[src/hdl/rdb_pkg.sv]
// rdb_pkg: shared types and codes of the rle/delta bgra decoder
// parse phase codes, result kinds and the result record type
// no dependencies
`timescale 1ns / 1ps

package rdb_pkg;

  localparam int PhaseW = 4;
  localparam int CountW = 15;

  localparam logic [PhaseW-1:0] PH_IDLE  = 4'd0;
  localparam logic [PhaseW-1:0] PH_A_HI  = 4'd1;
  localparam logic [PhaseW-1:0] PH_A_VAL = 4'd2;
  localparam logic [PhaseW-1:0] PH_A_LIT = 4'd3;
  localparam logic [PhaseW-1:0] PH_D_LO  = 4'd4;
  localparam logic [PhaseW-1:0] PH_D_HI  = 4'd5;
  localparam logic [PhaseW-1:0] PH_R_B   = 4'd6;
  localparam logic [PhaseW-1:0] PH_R_G   = 4'd7;
  localparam logic [PhaseW-1:0] PH_R_R   = 4'd8;
  localparam logic [PhaseW-1:0] PH_L_B   = 4'd9;
  localparam logic [PhaseW-1:0] PH_L_G   = 4'd10;
  localparam logic [PhaseW-1:0] PH_L_R   = 4'd11;

  localparam logic [1:0] KIND_COLOR = 2'd0;
  localparam logic [1:0] KIND_ALPHA = 2'd1;
  localparam logic [1:0] KIND_BAD   = 2'd2;
  localparam logic [1:0] KIND_TRUNC = 2'd3;

  localparam logic [1:0] REC_LIT   = 2'd0;
  localparam logic [1:0] REC_RUN   = 2'd1;
  localparam logic [1:0] REC_DELTA = 2'd2;
  localparam logic [1:0] REC_BAD   = 2'd3;

  typedef struct packed {
    logic [1:0]  result_kind;
    logic [7:0]  blue;
    logic [7:0]  green;
    logic [7:0]  red;
    logic [7:0]  alpha;
    logic [15:0] repeat_res;
  } res_t;

endpackage

[src/hdl/rdb_if.sv]
// rdb_if: valid/ready channels of the decoder
// input beat carries one compressed byte, output beat one result
// no dependencies
`timescale 1ns / 1ps

interface rdb_in_if;
  logic       valid;
  logic       ready;
  logic [7:0] data_byte;
  logic       segment_end;

  modport source (output valid, output data_byte, output segment_end, input ready);
  modport sink (input valid, input data_byte, input segment_end, output ready);
endinterface

interface rdb_out_if;
  logic        valid;
  logic        ready;
  logic [1:0]  result_kind;
  logic [7:0]  blue;
  logic [7:0]  green;
  logic [7:0]  red;
  logic [7:0]  alpha;
  logic [15:0] repeat_res;

  modport source (output valid, output result_kind, output blue, output green,
                  output red, output alpha, output repeat_res, input ready);
  modport sink (input valid, input result_kind, input blue, input green,
                input red, input alpha, input repeat_res, output ready);
endinterface

[src/hdl/rle_delta_bgra_decoder.sv]
// rle_delta_bgra_decoder: top level of the run-length / delta pixel decoder
// input channel of compressed bytes, result channel, one mode register
// depends on rdb_pkg, rdb_if, rdb_parser
//
// usage:
//   in_ch carries one compressed byte per beat with segment_end on the last
//   byte of a segment. out_ch carries results: color pixels and alpha pixels
//   with a repeat count, bad color flag or truncated record.
//   cfg_wr_en/cfg_wr_data write pass_mode (0 alpha, 1 color); a write also
//   returns the parser to idle and clears the last color.
//   a byte is taken every cycle while out_ch does not stall. the parser updates in
//   the cycle the byte is accepted and its result, if any, sits in the output
//   register on the next cycle: throughput one byte per cycle unless stalled.
//   the output register is the only buffer: while its result is stalled by
//   out_ch.ready low, in_ch.ready is low; it rises in the cycle the result
//   is taken.
//   reset (rst_n low, synchronous) clears pass_mode to alpha, the parser to
//   idle and the output register to empty.
`timescale 1ns / 1ps

module rle_delta_bgra_decoder (
  input  logic      clk,
  input  logic      rst_n,
  input  logic      cfg_wr_en,
  input  logic      cfg_wr_data,
  rdb_in_if.sink    in_ch,
  rdb_out_if.source out_ch
);
  import rdb_pkg::*;

  logic beat_acc;
  logic res_vld;
  res_t res;
  logic out_vld_r;
  res_t out_r;

  assign in_ch.ready = !out_vld_r || out_ch.ready;
  assign beat_acc    = in_ch.valid && in_ch.ready;

  rdb_parser u_parser (
    .clk         (clk),
    .rst_n       (rst_n),
    .cfg_wr_en   (cfg_wr_en),
    .cfg_wr_data (cfg_wr_data),
    .beat_acc    (beat_acc),
    .data_byte   (in_ch.data_byte),
    .segment_end (in_ch.segment_end),
    .res         (res),
    .res_vld     (res_vld)
  );

  always_ff @(posedge clk) begin
    if (!rst_n) begin
      out_vld_r <= 1'b0;
    end else if (beat_acc) begin
      out_vld_r <= res_vld;
    end else if (out_ch.ready) begin
      out_vld_r <= 1'b0;
    end
  end

  always_ff @(posedge clk) begin
    if (beat_acc && res_vld) begin
      out_r <= res;
    end
  end

  assign out_ch.valid       = out_vld_r;
  assign out_ch.result_kind = out_r.result_kind;
  assign out_ch.blue        = out_r.blue;
  assign out_ch.green       = out_r.green;
  assign out_ch.red         = out_r.red;
  assign out_ch.alpha       = out_r.alpha;
  assign out_ch.repeat_res  = out_r.repeat_res;

  a_result_lands: assert property (@(posedge clk) disable iff (!rst_n)
    beat_acc && res_vld |=> out_ch.valid)
    else $error("accepted result not presented");

  a_no_result_drops: assert property (@(posedge clk) disable iff (!rst_n)
    beat_acc && !res_vld |=> !out_ch.valid)
    else $error("result presented without a source beat");

  a_error_no_count: assert property (@(posedge clk) disable iff (!rst_n)
    out_ch.valid && (out_ch.result_kind == KIND_BAD || out_ch.result_kind == KIND_TRUNC)
    |-> out_ch.repeat_res == 16'd0)
    else $error("error result carries a pixel count");

  a_pixel_count: assert property (@(posedge clk) disable iff (!rst_n)
    out_ch.valid && (out_ch.result_kind == KIND_COLOR || out_ch.result_kind == KIND_ALPHA)
    |-> out_ch.repeat_res != 16'd0)
    else $error("pixel result with zero count");

endmodule

[src/hdl/rdb_parser.sv]
// rdb_parser: parse state of the decoder and its one-byte update
// holds pass mode, phase, counters and last color; gives at most one result
// depends on rdb_pkg
`timescale 1ns / 1ps

module rdb_parser (
  input  logic         clk,
  input  logic         rst_n,
  input  logic         cfg_wr_en,
  input  logic         cfg_wr_data,
  input  logic         beat_acc,
  input  logic [7:0]   data_byte,
  input  logic         segment_end,
  output rdb_pkg::res_t res,
  output logic         res_vld
);
  import rdb_pkg::*;

  logic              mode_r;
  logic [PhaseW-1:0] phase_r, phase_nxt;
  logic [CountW-1:0] rem_r, rem_nxt, rem_dec;
  logic [15:0]       part_r, part_nxt;
  logic [7:0]        blue_r, blue_nxt;
  logic [7:0]        green_r, green_nxt;
  logic [7:0]        red_r, red_nxt;
  logic              err_r, err_nxt;
  logic [15:0]       word;

  function automatic logic [7:0] sm_add(input logic [7:0] c, input logic [3:0] mag,
                                        input logic neg);
    logic [7:0] m;
    m = {4'b0, mag};
    return neg ? (c - m) : (c + m);
  endfunction

  assign rem_dec = rem_r - CountW'(1);
  assign word    = {data_byte, part_r[7:0]};

  always_comb begin
    phase_nxt = phase_r;
    rem_nxt   = rem_r;
    part_nxt  = part_r;
    blue_nxt  = blue_r;
    green_nxt = green_r;
    red_nxt   = red_r;
    err_nxt   = err_r;
    res       = '0;
    res_vld   = 1'b0;
    if (!err_r) begin
      unique case (phase_r)
        PH_IDLE: begin
          if (!mode_r) begin
            part_nxt  = {8'h00, data_byte};
            phase_nxt = PH_A_HI;
          end else begin
            unique case (data_byte[7:6])
              REC_BAD: begin
                res.result_kind = KIND_BAD;
                res_vld         = 1'b1;
                err_nxt         = 1'b1;
              end
              REC_DELTA: begin
                rem_nxt = {9'b0, data_byte[5:0]};
                if (data_byte[5:0] != 6'd0) phase_nxt = PH_D_LO;
              end
              REC_RUN: begin
                rem_nxt   = {9'b0, data_byte[5:0]};
                phase_nxt = PH_R_B;
              end
              REC_LIT: begin
                rem_nxt = {7'b0, data_byte};
                if (data_byte != 8'd0) phase_nxt = PH_L_B;
              end
              default: ;
            endcase
          end
        end
        PH_A_HI: begin
          rem_nxt = word[14:0];
          if (word[15]) begin
            phase_nxt = PH_A_VAL;
          end else begin
            phase_nxt = (word[14:0] != 15'd0) ? PH_A_LIT : PH_IDLE;
          end
        end
        PH_A_VAL: begin
          res.result_kind = KIND_ALPHA;
          res.alpha       = ~data_byte;
          res.repeat_res  = {1'b0, rem_r} + 16'd1;
          res_vld         = 1'b1;
          rem_nxt         = '0;
          phase_nxt       = PH_IDLE;
        end
        PH_A_LIT: begin
          res.result_kind = KIND_ALPHA;
          res.alpha       = ~data_byte;
          res.repeat_res  = 16'd1;
          res_vld         = 1'b1;
          rem_nxt         = rem_dec;
          if (rem_dec == '0) phase_nxt = PH_IDLE;
        end
        PH_D_LO: begin
          part_nxt  = {8'h00, data_byte};
          phase_nxt = PH_D_HI;
        end
        PH_D_HI: begin
          if (word[15]) begin
            blue_nxt  = blue_r + {3'b0, word[4:0]};
            green_nxt = green_r + {3'b0, word[9:5]};
            red_nxt   = red_r + {3'b0, word[14:10]};
          end else begin
            blue_nxt  = sm_add(blue_r, word[3:0], word[4]);
            green_nxt = sm_add(green_r, word[8:5], word[9]);
            red_nxt   = sm_add(red_r, word[13:10], word[14]);
          end
          res.result_kind = KIND_COLOR;
          res.blue        = blue_nxt;
          res.green       = green_nxt;
          res.red         = red_nxt;
          res.repeat_res  = 16'd1;
          res_vld         = 1'b1;
          rem_nxt         = rem_dec;
          phase_nxt       = (rem_dec != '0) ? PH_D_LO : PH_IDLE;
        end
        PH_R_B, PH_L_B: begin
          part_nxt  = {8'h00, data_byte};
          phase_nxt = phase_r + PhaseW'(1);
        end
        PH_R_G, PH_L_G: begin
          part_nxt  = {data_byte, part_r[7:0]};
          phase_nxt = phase_r + PhaseW'(1);
        end
        PH_R_R, PH_L_R: begin
          blue_nxt        = part_r[7:0];
          green_nxt       = part_r[15:8];
          red_nxt         = data_byte;
          res.result_kind = KIND_COLOR;
          res.blue        = part_r[7:0];
          res.green       = part_r[15:8];
          res.red         = data_byte;
          res_vld         = 1'b1;
          if (phase_r == PH_R_R) begin
            res.repeat_res = {1'b0, rem_r} + 16'd1;
            rem_nxt        = '0;
            phase_nxt      = PH_IDLE;
          end else begin
            res.repeat_res = 16'd1;
            rem_nxt        = rem_dec;
            phase_nxt      = (rem_dec != '0) ? PH_L_B : PH_IDLE;
          end
        end
        default: begin
          phase_nxt = PH_IDLE;
        end
      endcase
    end
    if (segment_end) begin
      // record cut short by the end of the segment
      if (!err_nxt && phase_nxt != PH_IDLE && phase_nxt != PH_A_LIT) begin
        res             = '0;
        res.result_kind = KIND_TRUNC;
        res_vld         = 1'b1;
      end
      phase_nxt = PH_IDLE;
      rem_nxt   = '0;
      part_nxt  = '0;
      blue_nxt  = '0;
      green_nxt = '0;
      red_nxt   = '0;
      err_nxt   = 1'b0;
    end
  end

  always_ff @(posedge clk) begin
    if (!rst_n || cfg_wr_en) begin
      mode_r  <= rst_n ? cfg_wr_data : 1'b0;
      phase_r <= PH_IDLE;
      rem_r   <= '0;
      part_r  <= '0;
      blue_r  <= '0;
      green_r <= '0;
      red_r   <= '0;
      err_r   <= 1'b0;
    end else if (beat_acc) begin
      phase_r <= phase_nxt;
      rem_r   <= rem_nxt;
      part_r  <= part_nxt;
      blue_r  <= blue_nxt;
      green_r <= green_nxt;
      red_r   <= red_nxt;
      err_r   <= err_nxt;
    end
  end

endmodule

[src/flat_wrapper.sv]
// flat-port wrapper written by rule: the top's interface ports become plain ports
module rle_delta_bgra_decoder_flat import rdb_pkg::*;
  (clk, rst_n, cfg_wr_en, cfg_wr_data, in_ch_valid, in_ch_data_byte, in_ch_segment_end, in_ch_ready, out_ch_valid, out_ch_result_kind, out_ch_blue, out_ch_green, out_ch_red, out_ch_alpha, out_ch_repeat_res, out_ch_ready);
  rdb_in_if in_ch_i ();
  rdb_out_if out_ch_i ();
  input  logic clk;
  input  logic rst_n;
  input  logic cfg_wr_en;
  input  logic cfg_wr_data;
  input wire logic [$bits(in_ch_i.valid)-1:0] in_ch_valid;
  input wire logic [$bits(in_ch_i.data_byte)-1:0] in_ch_data_byte;
  input wire logic [$bits(in_ch_i.segment_end)-1:0] in_ch_segment_end;
  output wire logic [$bits(in_ch_i.ready)-1:0] in_ch_ready;
  output wire logic [$bits(out_ch_i.valid)-1:0] out_ch_valid;
  output wire logic [$bits(out_ch_i.result_kind)-1:0] out_ch_result_kind;
  output wire logic [$bits(out_ch_i.blue)-1:0] out_ch_blue;
  output wire logic [$bits(out_ch_i.green)-1:0] out_ch_green;
  output wire logic [$bits(out_ch_i.red)-1:0] out_ch_red;
  output wire logic [$bits(out_ch_i.alpha)-1:0] out_ch_alpha;
  output wire logic [$bits(out_ch_i.repeat_res)-1:0] out_ch_repeat_res;
  input wire logic [$bits(out_ch_i.ready)-1:0] out_ch_ready;
  assign in_ch_i.valid = in_ch_valid;
  assign in_ch_i.data_byte = in_ch_data_byte;
  assign in_ch_i.segment_end = in_ch_segment_end;
  assign in_ch_ready = in_ch_i.ready;
  assign out_ch_valid = out_ch_i.valid;
  assign out_ch_result_kind = out_ch_i.result_kind;
  assign out_ch_blue = out_ch_i.blue;
  assign out_ch_green = out_ch_i.green;
  assign out_ch_red = out_ch_i.red;
  assign out_ch_alpha = out_ch_i.alpha;
  assign out_ch_repeat_res = out_ch_i.repeat_res;
  assign out_ch_i.ready = out_ch_ready;
  rle_delta_bgra_decoder u_core (.clk(clk), .rst_n(rst_n), .cfg_wr_en(cfg_wr_en), .cfg_wr_data(cfg_wr_data), .in_ch(in_ch_i), .out_ch(out_ch_i));
endmodule
[config.mk]
export PLATFORM = sky130hd
export DESIGN_NAME = rle_delta_bgra_decoder_flat
export DESIGN_NICKNAME = d
export VERILOG_FILES = /design/src/hdl/rdb_pkg.sv /design/src/hdl/rdb_if.sv /design/src/hdl/rle_delta_bgra_decoder.sv /design/src/hdl/rdb_parser.sv /design/src/flat_wrapper.sv
export SDC_FILE = /design/constraint.sdc
export NUM_CORES = 1
export LEC_CHECK = 0
export BUFFER_PORTS_ARGS = -buffer_cell sky130_fd_sc_hd__clkbuf_2
export CAP_MARGIN = 20
export CORE_ASPECT_RATIO = 0.75
export CORE_MARGIN = 2
export CORE_UTILIZATION = 40
export CTS_CLUSTER_SIZE = 30
export DETAILED_ROUTE_END_ITERATION = 7
export PLACE_DENSITY_LB_ADDON = 0.1
export RECOVER_POWER = 100
export SLEW_MARGIN = 20
export SYNTH_ARGS = -nofsm -noshare
export SYNTH_HDL_FRONTEND = slang
export SYNTH_SLANG_ARGS = --single-unit
[constraint.sdc]
create_clock -name clk -period 13.5 [get_ports clk]
set_clock_uncertainty 0.2 [all_clocks]
set_input_delay 0.675 -clock clk [delete_from_list [all_inputs] [get_ports clk]]
set_output_delay 0.675 -clock clk [all_outputs]
set_load 0.02 [all_outputs]
# ---- Word-level counts from Yosys, hierarchy flattened
# Index checks and enable logic that the tools add are counted.
dict set report totals {
  register_bits 112
  inputBits 15
  output_inout_bits 52
}
dict set report op_classes {
  addsub 12
  n_eq_ne 20
  mux 59
  n_bitwise 1
  reduce_logical 34
}
# op count
set ops {}
lappend ops {{two-way mux 50 bit} 3}
lappend ops {{two-way mux 8 bit} 13}
lappend ops {{one-hot mux 16 bit (3 select lines)} 2}
lappend ops {{one-hot mux 15 bit (5 select lines)} 1}
lappend ops {{two-way mux 16 bit} 4}
lappend ops {{two-way mux 15 bit} 4}
lappend ops {{one-hot mux 24 bit (2 select lines)} 1}
lappend ops {{one-hot mux 8 bit (2 select lines)} 3}
lappend ops {{two-way mux 4 bit} 8}
lappend ops {{one-hot mux 15 bit (2 select lines)} 1}
lappend ops {{nonzero test 15 bit} 2}
lappend ops {{one-hot mux 4 bit (7 select lines)} 1}
lappend ops {{adder 8 x 4 -> 8 bit} 3}
lappend ops {{adder 8 x 5 -> 8 bit} 3}
lappend ops {{subtractor 8 x 4 -> 8 bit} 3}
lappend ops {{adder 15 x 1 -> 16 bit, second input constant} 1}
lappend ops {{equality test 4 x 3 -> 1 bit, second input constant} 4}
lappend ops {{equality test 4 bit, second input constant} 4}
lappend ops {{logical NOT 15 bit} 1}
lappend ops {{subtractor 15 x 1 -> 15 bit, second input constant} 1}
lappend ops {{one-hot mux 4 bit (3 select lines)} 1}
lappend ops {{nonzero test 6 bit} 2}
lappend ops {{two-way mux 1 bit} 10}
lappend ops {{AND reduction 5 bit} 2}
lappend ops {{other kinds (29)} 48}

# ---- Depth between registers and ports, before layout
# Gate-level depths: netlist (run 1).
dict set report logic_depth {
  word_depth 12
  depth_mapped 18
  depth_no_buf 18
}

# ---- Modules after synthesis
# A second synthesis (run 1) with hierarchy kept.
dict set report unflattened {
  hier_cells 969
  area_unflattened_um2 7795.0
}
# module n_inst cells_per_inst area_per_inst_um2 seq_area_each_um2
set by_module_without_submodules {}
lappend by_module_without_submodules {rdb_parser 1 913 6222.2 1231.2}
lappend by_module_without_submodules {rle_delta_bgra_decoder 1 56 1572.8 1521.5}

# ---- Least setup slack after synthesis (run 1)
# OpenSTA, ideal clock, no wires.
dict set report synth_timing {
  path_kind {in2reg}
  startpoint {input port in_ch_data_byte[2]}
  endpoint {register u_core.out_r, in the netlist u_core.out_ch.alpha[0] (enable)}
  setup_ps 474
  arrival_time_ps 5586
  t_required_ps 12826
  slack_ps 7240
  path_stages 12
  path_buffers 1
  path_cell_list {clkbuf_1 > inv_1 > ha_1 > nor3b_1 > nand2_1 > o21ai_0 > a41oi_1 > or3_4 > a21oi_1 > o311ai_1 > or2_2 > a21oi_1}
}
dict set report synth_via {
  elab_chain_len 12
  word_cells_on_any_way 18
  cone_classes {eq/ne (1); mux (10); reduce/logical (7)}
}
# element line
set synth_lines {}
lappend synth_lines {{start: declaration} flat_wrapper.sv:11} ;# input wire logic [$bits(in_ch_i.data_byte)-1:0] in_ch_data_byte;
lappend synth_lines {{nonzero test 8 bit or nonzero test 6 bit (tied branches)} {rdb_parser.sv:72, rdb_parser.sv:64}}
lappend synth_lines {{two-way mux 4 bit (on tied branches)} {rdb_parser.sv:72, rdb_parser.sv:64}}
lappend synth_lines {{one-hot mux 4 bit (3 select lines)} rdb_parser.sv:56} ;# unique case (data_byte[7:6])
lappend synth_lines {{two-way mux 4 bit} rdb_parser.sv:52} ;# if (!mode_r) begin
lappend synth_lines {{one-hot mux 4 bit (7 select lines) (*)} rdb_parser.sv:50} ;# unique case (phase_r)
lappend synth_lines {{two-way mux 4 bit (*)} rdb_parser.sv:49} ;# if (!err_r) begin
lappend synth_lines {{nonzero test 4 bit} rdb_parser.sv:159} ;# if (!err_nxt && phase_nxt != PH_IDLE && phase_nxt != PH_A_LIT) begin
lappend synth_lines {{logical AND 1 bit} rdb_parser.sv:159}
lappend synth_lines {{logical AND 1 bit (*)} rdb_parser.sv:159}
lappend synth_lines {{two-way mux 1 bit (*)} rdb_parser.sv:159}
lappend synth_lines {{two-way mux 1 bit (*)} rdb_parser.sv:157} ;# if (segment_end) begin
lappend synth_lines {{logical AND 1 bit (*)} rle_delta_bgra_decoder.sv:63} ;# if (beat_acc && res_vld) begin
lappend synth_lines {{end signal: assignment} rle_delta_bgra_decoder.sv:64} ;# out_r <= res;
lappend synth_lines {{end: declaration} rle_delta_bgra_decoder.sv:35} ;# res_t out_r;
# Every way passes the cells marked *; elsewhere a longest branch is shown, timed or not.
# A chain may end at the register's enable or synchronous reset.

# ---- Final worst setup path (run 1)
dict set report layout_timing {
  startpoint {input port in_ch_data_byte[2]}
  endpoint {register u_core.out_r, in the netlist u_core.out_ch.green[3] (enable)}
}
# The elaborated chain is that of the path after synthesis.

==> out/qor.txt, run 1 <==
post-route ant nets - 0
P per Cell Area - 92.73 nW/um2
Synth Flop Type - dfxtp_1
die area - 20820 um2
top post-synthesis cells by area - edfxtp_1 (19%), dfxtp_1 (16%), ha_1 (6.5%)
Clock Sinks - 112
Ports - 67
Max-Cap Viols - 4
Max Buffers Root-to-Sink - 2
DR WL met3 - 1403 um
post-CTS setup buffers - 0
fin crit share - 47.36%
topmost layer with routed signal wires - met4
Post-synth top cells - nor2_1 (128), a21oi_1 (99), nand2_1 (93)
DIE WIDTH - 165.9 um
Synth Instances - 977
nature of the critical path endpoint - flip-flop
syn_area_per_cell - 8.051 um2
Yosys reg bits - 112
CTS root buf - clkbuf_16
initial antenna violation count - 0
layout cells sized above 1 - 5.829%
CP startpoint kind - input pin
sequential area share after synthesis - 34.99%
largest net degree at the start of global routing - 60
Setup Viol. Count Final - 0
family with the most delay on the worst path - buffers and inverters
vias in the first global route - 6384
port buffer count - 66
detailed-route via count - 7119
count leader, synth - nor2_1
Final Core Density - 43.84%
crit-path cells - clkbuf_1 -> inv_1 -> ha_1 -> nor3b_1 -> nand2_1 -> o21ai_0 -> o221ai_1 -> o21ai_0 -> and3_1 -> o311ai_0 -> or2_2 -> a21oi_4 -> clkbuf_1
starting density of the core - 40.71%
H-tree depth - 3
Overflow after GRT - 0
TritonRoute pass-1 iters - 5
post-synthesis net count - 1036
final hold violations - 0
Post-CTS Resized - 0
Core ar. - 19320 um2
CTS tree - built
area grow syn2layout - 7.682%
HP Class - reg -> reg
fmax - 0.1564 GHz
Final Max Slew Viols - 178
WL met1 - 11470 um
clock slew at reported path FFs - 0.08 ns
Synth top area share - 19.47%
worst hold margin - 0.2631 ns
# diodes - 0
DRC viols - 0
data arrival time of the critical path - 6.11 ns
RSZ-0062 raised after global routing - no
WP buf/inv - 3
Worst-Skew Late Latency - 0.37 ns
hold_buf cts - 0
Routed WL - 22460 um
first-pass GRT wire length - 36070 um
Site Rows - 44
Yosys top cell by area - edfxtp_1
RePlAce Congestion - 0.8787
fin nets - 1049
Crit Path Max Fanout - 50
Distinct cells, synth - 74
fraction of registers with async set/reset - 0%
DRT iter0 DRCs - 607
slowest CP cell - clkbuf_1
GRT Util Overall - 21.49%
Worst EP required - 13.22 ns
hpwl dp - 15120 um
outcome - finished, violations left
TritonCTS Buffers - 9
number of flops mapped to enable cells by yosys - 51
via/cell ratio - 5.704
Die Ht - 125.4 um
fillers - 1940
Synth Cell Area - 7866 um2
failing checks - max-capacitance violations, max-slew violations
setup_tns - 0 ns
fin crit period - 6.394 ns
leakage - 0.003067 uW
max incr delay on CP - 2.02 ns
Max-slew headroom - -105.3%
peak supply drop - 0.05392 mV
Crit Path Category - in -> reg
Worst Max-Slew Pin Slew - 3.080 ns
WL per Instance - 18.00 um
synth warn - 0
WL met2 - 9364 um
[per-layer routing]
metal	global-route usage [%]	vias up
met5	0	-
met4	4.604	0
met3	4.400	19
met2	30.95	236
met1	32.92	3361
li1	-	3503
[cells in the final DEF (no fill, tap or decap), drive strengths merged, types with 12 or more instances in the layout]
cell type	Yosys	routed
xnor2	31	31
clkbuf	65	82
ha	41	41
dfxtp	61	61
xor2	17	17
a22oi	34	34
inv	36	38
nor2	138	138
nor3	30	30
a21oi	99	99
o21ai	57	57
nand2	93	93
nand3	32	32
nor2b	12	12
edfxtp	51	51
[worst min-delay path, stage by stage (launching register included)]
cell and delay, ns:
dfxtp_1 0.32, nand2_1 0.05, a21oi_1 0.05
[metrics by stage]
| step | instance area (um2) | setup WS [ns] | total power [uW] | instances |
|---|---|---|---|---|
| 2_1_floorplan | 7866 | 7.240 | 488.6 | 977 |
| 3_3_place_gp | 8310 | 8.595 | 530.6 | 1232 |
| 3_5_place_dp | 8310 | 8.484 | 530.1 | 1232 |
| 4_1_cts | 8579 | 8.845 | 795.0 | 1248 |
| 5_1_grt | 8471 | 6.437 | 819.8 | 1248 |
| 6_report | 8471 | 7.106 | 785.5 | 1248 |
[path summary, 6_finish.rpt]
path	startpoint	end	slack, ns	cells after the start
hold / removal	u_core.u_parser.part_r[8]	u_core.u_parser.part_r[8]	0.26	2
setup / recovery	in_ch_data_byte[2]	u_core.out_ch.green[3]	7.11	13
hold reg to reg	u_core.u_parser.part_r[8]	u_core.u_parser.part_r[8]	0.26	2
setup reg to reg	u_core.u_parser.rem_r[0]	u_core.out_ch.green[3]	7.14	12
[sequential cells by signal, summed over array words and instances (netlist names), 2 cells and up]
name,count
u_core.u_parser.rem_r,15
u_core.u_parser.part_r,16
u_core.u_parser.green_r,8
u_core.out_ch.red,8
u_core.out_ch.blue,8
u_core.out_ch.green,8
u_core.out_ch.alpha,8
u_core.out_ch.result_kind,2
u_core.u_parser.blue_r,8
u_core.u_parser.red_r,8
u_core.out_ch.repeat_res,16
u_core.u_parser.phase_r,4
[area by class of cell]
type,count,area [um2],share of cell area (%)
clock buffer,11,232.7,2.747
inverter,36,135.1,1.595
clock inverter,5,36.28,0.4284
tap,253,316.6,3.737
multi-input combinational,753,4663,55.05
sequential,112,2753,32.50
timing repair buffer,78,334.1,3.944
[kinds of logic (layout without fill, tap and decap cells)]
| family | after synthesis | in the layout | synth area share (%) |
|---|---|---|---|
| buf+inv | 112 | 130 | 5.678 |
| compound gates | 268 | 268 | 21.23 |
| xor+xnor | 48 | 48 | 5.344 |
| mux | 13 | 13 | 1.718 |
| simple gates | 380 | 380 | 23.75 |
| fa+ha+maj | 44 | 44 | 7.285 |
| flops | 112 | 112 | 34.99 |
[where the power goes]
part / switching, uW / internal [uW] / total (uW)
Sequential: 6.79 / 368 / 375
Combinational: 99.1 / 45.6 / 145
Clock: 138 / 127 / 266
Total: 244 / 541 / 786
Power figures use the tool's default switching activity.
==> inputs of run 2 (changes only) <==
==> constraint.sdc (replaced) <==
create_clock -name clk -period 5.6 [get_ports clk]
set_clock_uncertainty 0.2 [all_clocks]
set_input_delay 0.28 -clock clk [delete_from_list [all_inputs] [get_ports clk]]
set_output_delay 0.28 -clock clk [all_outputs]
set_load 0.02 [all_outputs]
==> run 2 against run 1 <==
Effect of this change:
- the flow still finishes with violations (max-capacitance violations, max-slew violations)
- power grew to 2.5 times the previous value
- first-iteration DRC count grew 3.1%
- global-route usage shrank 0.12 points
- die area is the same
- register-to-register slack lost 6.5 ns
- critical path type is now reg -> reg
- largest cell class unchanged
- largest power group unchanged
==> out/qor.txt, run 2 (same netlist as run 1, synthesis figures left out) <==
outcome - finished, violations left
failing checks - max-capacitance violations, max-slew violations
HP Class - in -> reg
H-tree depth - 3 (unchanged)
TritonCTS Buffers - 9 (unchanged)
fin nets - 1053 (+0.38%)
vias in the first global route - 6350 (-0.53%)
peak supply drop - 0.1414 mV (+160%)
final hold violations - 0 (unchanged)
R2R depth - 11 (-1)
Tot Pwr - 1971 uW (+150%)
flop2flop setup slack - 0.65 ns (-6.49 ns)
clock slew at reported path FFs - 0.08 ns (about the same)
P per Cell Area - 229.9 nW/um2 (+150%)
Routed WL - 22530 um (+0.30%)
nature of the critical path endpoint - flip-flop
commonest cells after routing, fill and taps aside - nor2_1 (128), a21oi_1 (98), nand2_1 (93)
slowest CP cell - nand2b_1
largest net degree at the start of global routing - 47 (-22%)
data arrival time of the critical path - 4.94 ns (-1.17 ns)
DRT iter0 DRCs - 626 (+3.1%)
Die Ht - 125.4 um (unchanged)
max incr delay on CP - 0.71 ns (-1.31 ns)
CTS root buf - clkbuf_16
Final Max Slew Viols - 36 (-80%)
Worst-Skew Late Latency - 0.36 ns (about the same)
fin crit period - 4.953 ns
setup_tns - 0 ns (unchanged)
fin crit share - 88.44%
Overflow after GRT - 0 (unchanged)
crit-path cells - inv_1 -> ha_1 -> or4b_1 -> o31a_1 -> nor4_1 -> a21oi_1 -> or3_1 -> and4b_1 -> or4_1 -> nand2b_1 -> nor3_1
Crit Path Category - reg -> reg
Post-CTS Resized - 0 (unchanged)
Site Rows - 44 (unchanged)
Setup WS post-layout - 0.6472 ns (-6.459 ns)
Worst EP required - 5.59 ns (-7.63 ns)
Max-Cap Viols - 1 (-3)
Setup Viol. Count Final - 0 (unchanged)
RePlAce Congestion - 0.9231 (+5.1%)
die area - 20820 um2 (unchanged)
Core ar. - 19320 um2 (unchanged)
worst hold margin - 0.02671 ns (-0.2364 ns)
starting density of the core - 40.71% (unchanged)
initial antenna violation count - 0 (unchanged)
Ports - 67 (unchanged)
Crit Path Max Fanout - 15 (-70%)
port buffer count - 66 (unchanged)
DIE WIDTH - 165.9 um (unchanged)
Max Buffers Root-to-Sink - 2 (unchanged)
Worst Max-Slew Pin Slew - 1.767 ns (-1.313 ns)
WL per Instance - 17.99 um (about the same)
fmax - 0.2019 GHz
area grow syn2layout - 9.003%
DRC viols - 0 (unchanged)
critical path launch point - u_core.u_parser.rem_r[0]
family with the most delay on the worst path - simple AND/OR/NAND/NOR gates
# diodes - 0 (unchanged)
layout cells sized above 1 - 6.507% (+0.68 points)
detailed-route via count - 7114 (-0.070%)
TritonRoute pass-1 iters - 6 (+1)
GRT Util Overall - 21.37% (-0.12 points)
Setup WS pre-CTS - 0.9441 ns (-7.540 ns)
Setup crit end - u_core.out_ch.repeat_res[15]
CP startpoint kind - flip-flop
WP buf/inv - 1 (-2)
first-pass GRT wire length - 35710 um (-1.0%)
WP depth - 11 (-2)
post-route ant nets - 0 (unchanged)
Max-slew headroom - -17.80% (+88 points)
terminus of the critical flop-to-flop path - u_core.out_ch.repeat_res[15]
hpwl dp - 15640 um (+3.4%)
via/cell ratio - 5.682 (-0.39%)
R2R Path Start - u_core.u_parser.rem_r[0]
Clock Sinks - 112 (unchanged)
fillers - 1948 (+0.41%)
most common cell after layout, fill and taps aside - nor2_1
leakage - 0.003126 uW (+1.9%)
CTS tree - built
RSZ-0062 raised after global routing - no
==> run 2: power breakdown <==
| group | internal, uW | total [uW] | switching (uW) |
|---|---|---|---|
| clock | 384 | 715 | 332 |
| combinational | 113 | 355 | 242 |
| sequential | 885 | 900 | 15.6 |
| total | 1380 | 1970 | 589 |
==> run 2: how the worst min path moves through the flow <==
stage,from,to,slack (ns),depth (start not counted)
5_1_grt,cfg_wr_data,u_core.u_parser.mode_r,0.03,2
3_5_place_dp,u_core.u_parser.part_r[12],u_core.u_parser.part_r[12],0.25,2
2_1_floorplan,rst_n,u_core.out_ch.valid,0.22,2
3_3_place_gp,u_core.u_parser.part_r[10],u_core.u_parser.part_r[10],0.25,2
4_1_cts,cfg_wr_data,u_core.u_parser.mode_r,0.03,2
6_report,cfg_wr_data,u_core.u_parser.mode_r,0.03,2
==> run 2: final cells by class <==
class | count | area, um2 | share of cell area, %
Inverter | 36 | 135.1 | 1.576
Clock buffer | 11 | 254.0 | 2.962
Multi-Input combinational cell | 753 | 4659 | 54.34
Sequential cell | 112 | 2753 | 32.10
Tap cell | 253 | 316.6 | 3.692
Timing Repair Buffer | 82 | 389.1 | 4.538
Clock inverter | 5 | 67.56 | 0.7880
==> run 2: metrics by stage <==
step / utilization [%] / std cells / area, um2
finish: 44.37 / 1252 / 8574
global placement: 43.19 / 1235 / 8346
detailed placement: 43.19 / 1235 / 8346
floorplan: - / 977 / 7870
global route: 44.37 / 1252 / 8574
CTS: 44.90 / 1252 / 8677
==> run 2: per-layer routing <==
metal	vias up	wire length, um	global-route usage, %
met1	3319	11360	33.23
li1	3521	-	-
met5	-	0	0
met4	0	280	4.450
met2	251	9447	30.80
met3	23	1435	3.577
==> run 2: repair_timing <==
item                      in CTS  in global routing
buffers inserted               0                  0
hold buffers                   1                  0
hold endpoints to repair       1                  0
==> inputs of run 3 (changes only) <==
--- a/config.mk
+++ b/config.mk
@@ -7,12 +7,14 @@
 export LEC_CHECK = 0
 export BUFFER_PORTS_ARGS = -buffer_cell sky130_fd_sc_hd__clkbuf_2
 export CAP_MARGIN = 20
+export CELL_PAD_IN_SITES_DETAIL_PLACEMENT = 1
+export CELL_PAD_IN_SITES_GLOBAL_PLACEMENT = 2
 export CORE_ASPECT_RATIO = 0.75
 export CORE_MARGIN = 2
-export CORE_UTILIZATION = 40
+export CORE_UTILIZATION = 33
 export CTS_CLUSTER_SIZE = 30
 export DETAILED_ROUTE_END_ITERATION = 7
-export PLACE_DENSITY_LB_ADDON = 0.1
+export PLACE_DENSITY_LB_ADDON = 0.2
 export RECOVER_POWER = 100
 export SLEW_MARGIN = 20
 export SYNTH_ARGS = -nofsm -noshare
==> run 3 against run 2 <==
Effect of this change:
- the run still ends with max-capacitance violations, max-slew violations left
- first-iteration DRC count shrank 27%
- sequential power is essentially flat
- largest power group unchanged
- via count up 0.80%
==> out/qor.txt, run 3 (same netlist as run 1, synthesis figures left out) <==
H-tree depth - 3 (unchanged)
R2R Path Start - u_core.u_parser.rem_r[0]
Top Usage Layer GRT - met2
outcome - finished, violations left
fin crit period - 4.955 ns (+0.002220 ns)
Overflow after GRT - 0 (unchanged)
Clock Sinks - 112 (unchanged)
data arrival time of the critical path - 4.81 ns (-0.13 ns)
TritonRoute pass-1 iters - 6 (unchanged)
area grow syn2layout - 8.812%
CTS tree - built
max incr delay on CP - 0.56 ns (-0.15 ns)
Max-Cap Viols - 2 (+1)
CP startpoint kind - flip-flop
nature of the critical path endpoint - flip-flop
Worst-Skew Late Latency - 0.36 ns (about the same)
peak supply drop - 0.1466 mV (+3.7%)
hold wc startpoint - rst_n
# diodes - 0 (unchanged)
WP buf/inv - 2 (+1)
hold_buf cts - 0 (-1)
port buffer count - 66 (unchanged)
flop2flop setup slack - 0.65 ns (about the same)
DRT iter0 DRCs - 457 (-27%)
RePlAce Congestion - 0.8270 (-10%)
leakage - 0.003107 uW (-0.62%)
final hold violations - 0 (unchanged)
vias in the first global route - 7106 (+12%)
hpwl dp - 18280 um (+17%)
Tot Pwr - 1916 uW (-2.8%)
WP depth - 12 (+1)
Die Ht - 137.7 um (+9.8%)
most common cell after layout, fill and taps aside - nor2_1
TritonCTS Buffers - 9 (unchanged)
terminus of the critical flop-to-flop path - u_core.out_ch.blue[2]
RSZ-0062 raised after global routing - no
Worst EP required - 5.45 ns (-0.14 ns)
DIE WIDTH - 182.3 um (+9.9%)
failing checks - max-capacitance violations, max-slew violations
clock slew at reported path FFs - 0.08 ns (about the same)
Crit Path Category - reg -> reg
initial antenna violation count - 0 (unchanged)
starting density of the core - 33.93% (-6.8 points)
fillers - 2825 (+45%)
family with the most delay on the worst path - simple AND/OR/NAND/NOR gates
fin crit share - 88.48% (about the same)
via/cell ratio - 5.516 (-2.9%)
CTS root buf - clkbuf_16
crit-path cells - inv_1 -> ha_1 -> or4b_1 -> o31a_1 -> nor4_2 -> nand4_1 -> o22ai_1 -> and3_1 -> o311ai_0 -> or2_2 -> a21oi_4 -> buf_12
Max-slew headroom - -108.0% (-90 points)
Final Max Slew Viols - 95 (+160%)
P per Cell Area - 223.8 nW/um2 (-2.6%)
Worst Max-Slew Pin Slew - 3.120 ns (+1.353 ns)
GRT Util Overall - 21.00% (-0.37 points)
fmax - 0.2018 GHz (about the same)
commonest cells after routing, fill and taps aside - nor2_1 (135), a21oi_1 (98), nand2_1 (93)
WL per Instance - 19.92 um (+11%)
grt met3 use - 2.934% (-0.64 points)
Post-CTS Resized - 0 (unchanged)
met1 Use GR - 31.39% (-1.8 points)
R2R depth - 12 (+1)
hold path depth - 3 (+1)
first-pass GRT wire length - 41220 um (+15%)
Hold EP - u_core.out_ch.valid
fin nets - 1054 (+0.095%)
Ports - 67 (unchanged)
layout cells sized above 1 - 6.100% (-0.41 points)
Core ar. - 23180 um2 (+20%)
post-route ant nets - 0 (unchanged)
die area - 25100 um2 (+21%)
Routed WL - 25900 um (+15%)
Setup Viol. Count Final - 0 (unchanged)
met2 global-route usage - 32.36% (+1.6 points)
slowest CP cell - a21oi_4
post-CTS setup buffers - 0 (unchanged)
Crit Path Max Fanout - 34 (+19)
Max Buffers Root-to-Sink - 2 (unchanged)
Site Rows - 48 (+9.1%)
largest net degree at the start of global routing - 59 (+26%)
DRC viols - 0 (unchanged)
HP Class - in -> reg
setup_tns - 0 ns (unchanged)
detailed-route via count - 7171 (+0.80%)
[run 3: how the worst max path moves through the flow]
stage                             start                      to  slack, ns
5_1_grt        u_core.u_parser.rem_r[0]   u_core.out_ch.blue[6]       0.28
6_report       u_core.u_parser.rem_r[0]   u_core.out_ch.blue[2]       0.65
3_5_place_dp   u_core.u_parser.rem_r[0]   u_core.out_ch.blue[6]       0.79
3_3_place_gp   u_core.u_parser.rem_r[0]   u_core.out_ch.blue[6]       1.02
2_1_floorplan  u_core.u_parser.rem_r[0]  u_core.out_ch.alpha[0]       0.62
4_1_cts        u_core.u_parser.rem_r[0]   u_core.out_ch.blue[6]       0.77
[run 3: stage by stage]
stage / utilization [%] / hold slack [ns] / cell area [um2] / cells / setup slack, ns
5_1_grt: 36.92 / 0.04251 / 8559 / 1300 / 0.2839
3_5_place_dp: 36.35 / 0.2539 / 8427 / 1284 / 0.7902
2_1_floorplan: - / 0.2183 / 7870 / 977 / 0.6155
6_report: 36.92 / 0.002760 / 8559 / 1300 / 0.6450
4_1_cts: 37.53 / 0.001236 / 8701 / 1300 / 0.7685
3_3_place_gp: 36.35 / 0.2458 / 8427 / 1284 / 1.025
[run 3: cell type report]
cell class | instances | area (um2) | area share, %
Clock buffer | 11 | 232.7 | 2.719
Sequential cell | 112 | 2753 | 32.16
Clock inverter | 5 | 41.29 | 0.4824
Inverter | 36 | 135.1 | 1.579
Timing Repair Buffer | 83 | 390.4 | 4.561
Multi-Input combinational cell | 753 | 4632 | 54.11
Tap cell | 300 | 375.4 | 4.385
[run 3: power breakdown]
part,total (uW),switching (uW),internal (uW),leakage [uW]
clock,649,340,309,0.000132
combinational,366,252,114,0.00200
sequential,901,16.0,885,0.000979
total,1920,608,1310,0.00311
[run 3: worst min-delay path, delay by kind of cell]
family	cells	cell delay, ns
compound gates	2	0.13
buf+inv	1	0.11
[run 3: layer usage]
layer	wire length (um)	share of wire, %
met5	0	0
met4	210	0.81
met3	913	3.5
met2	11010	43
met1	13760	53
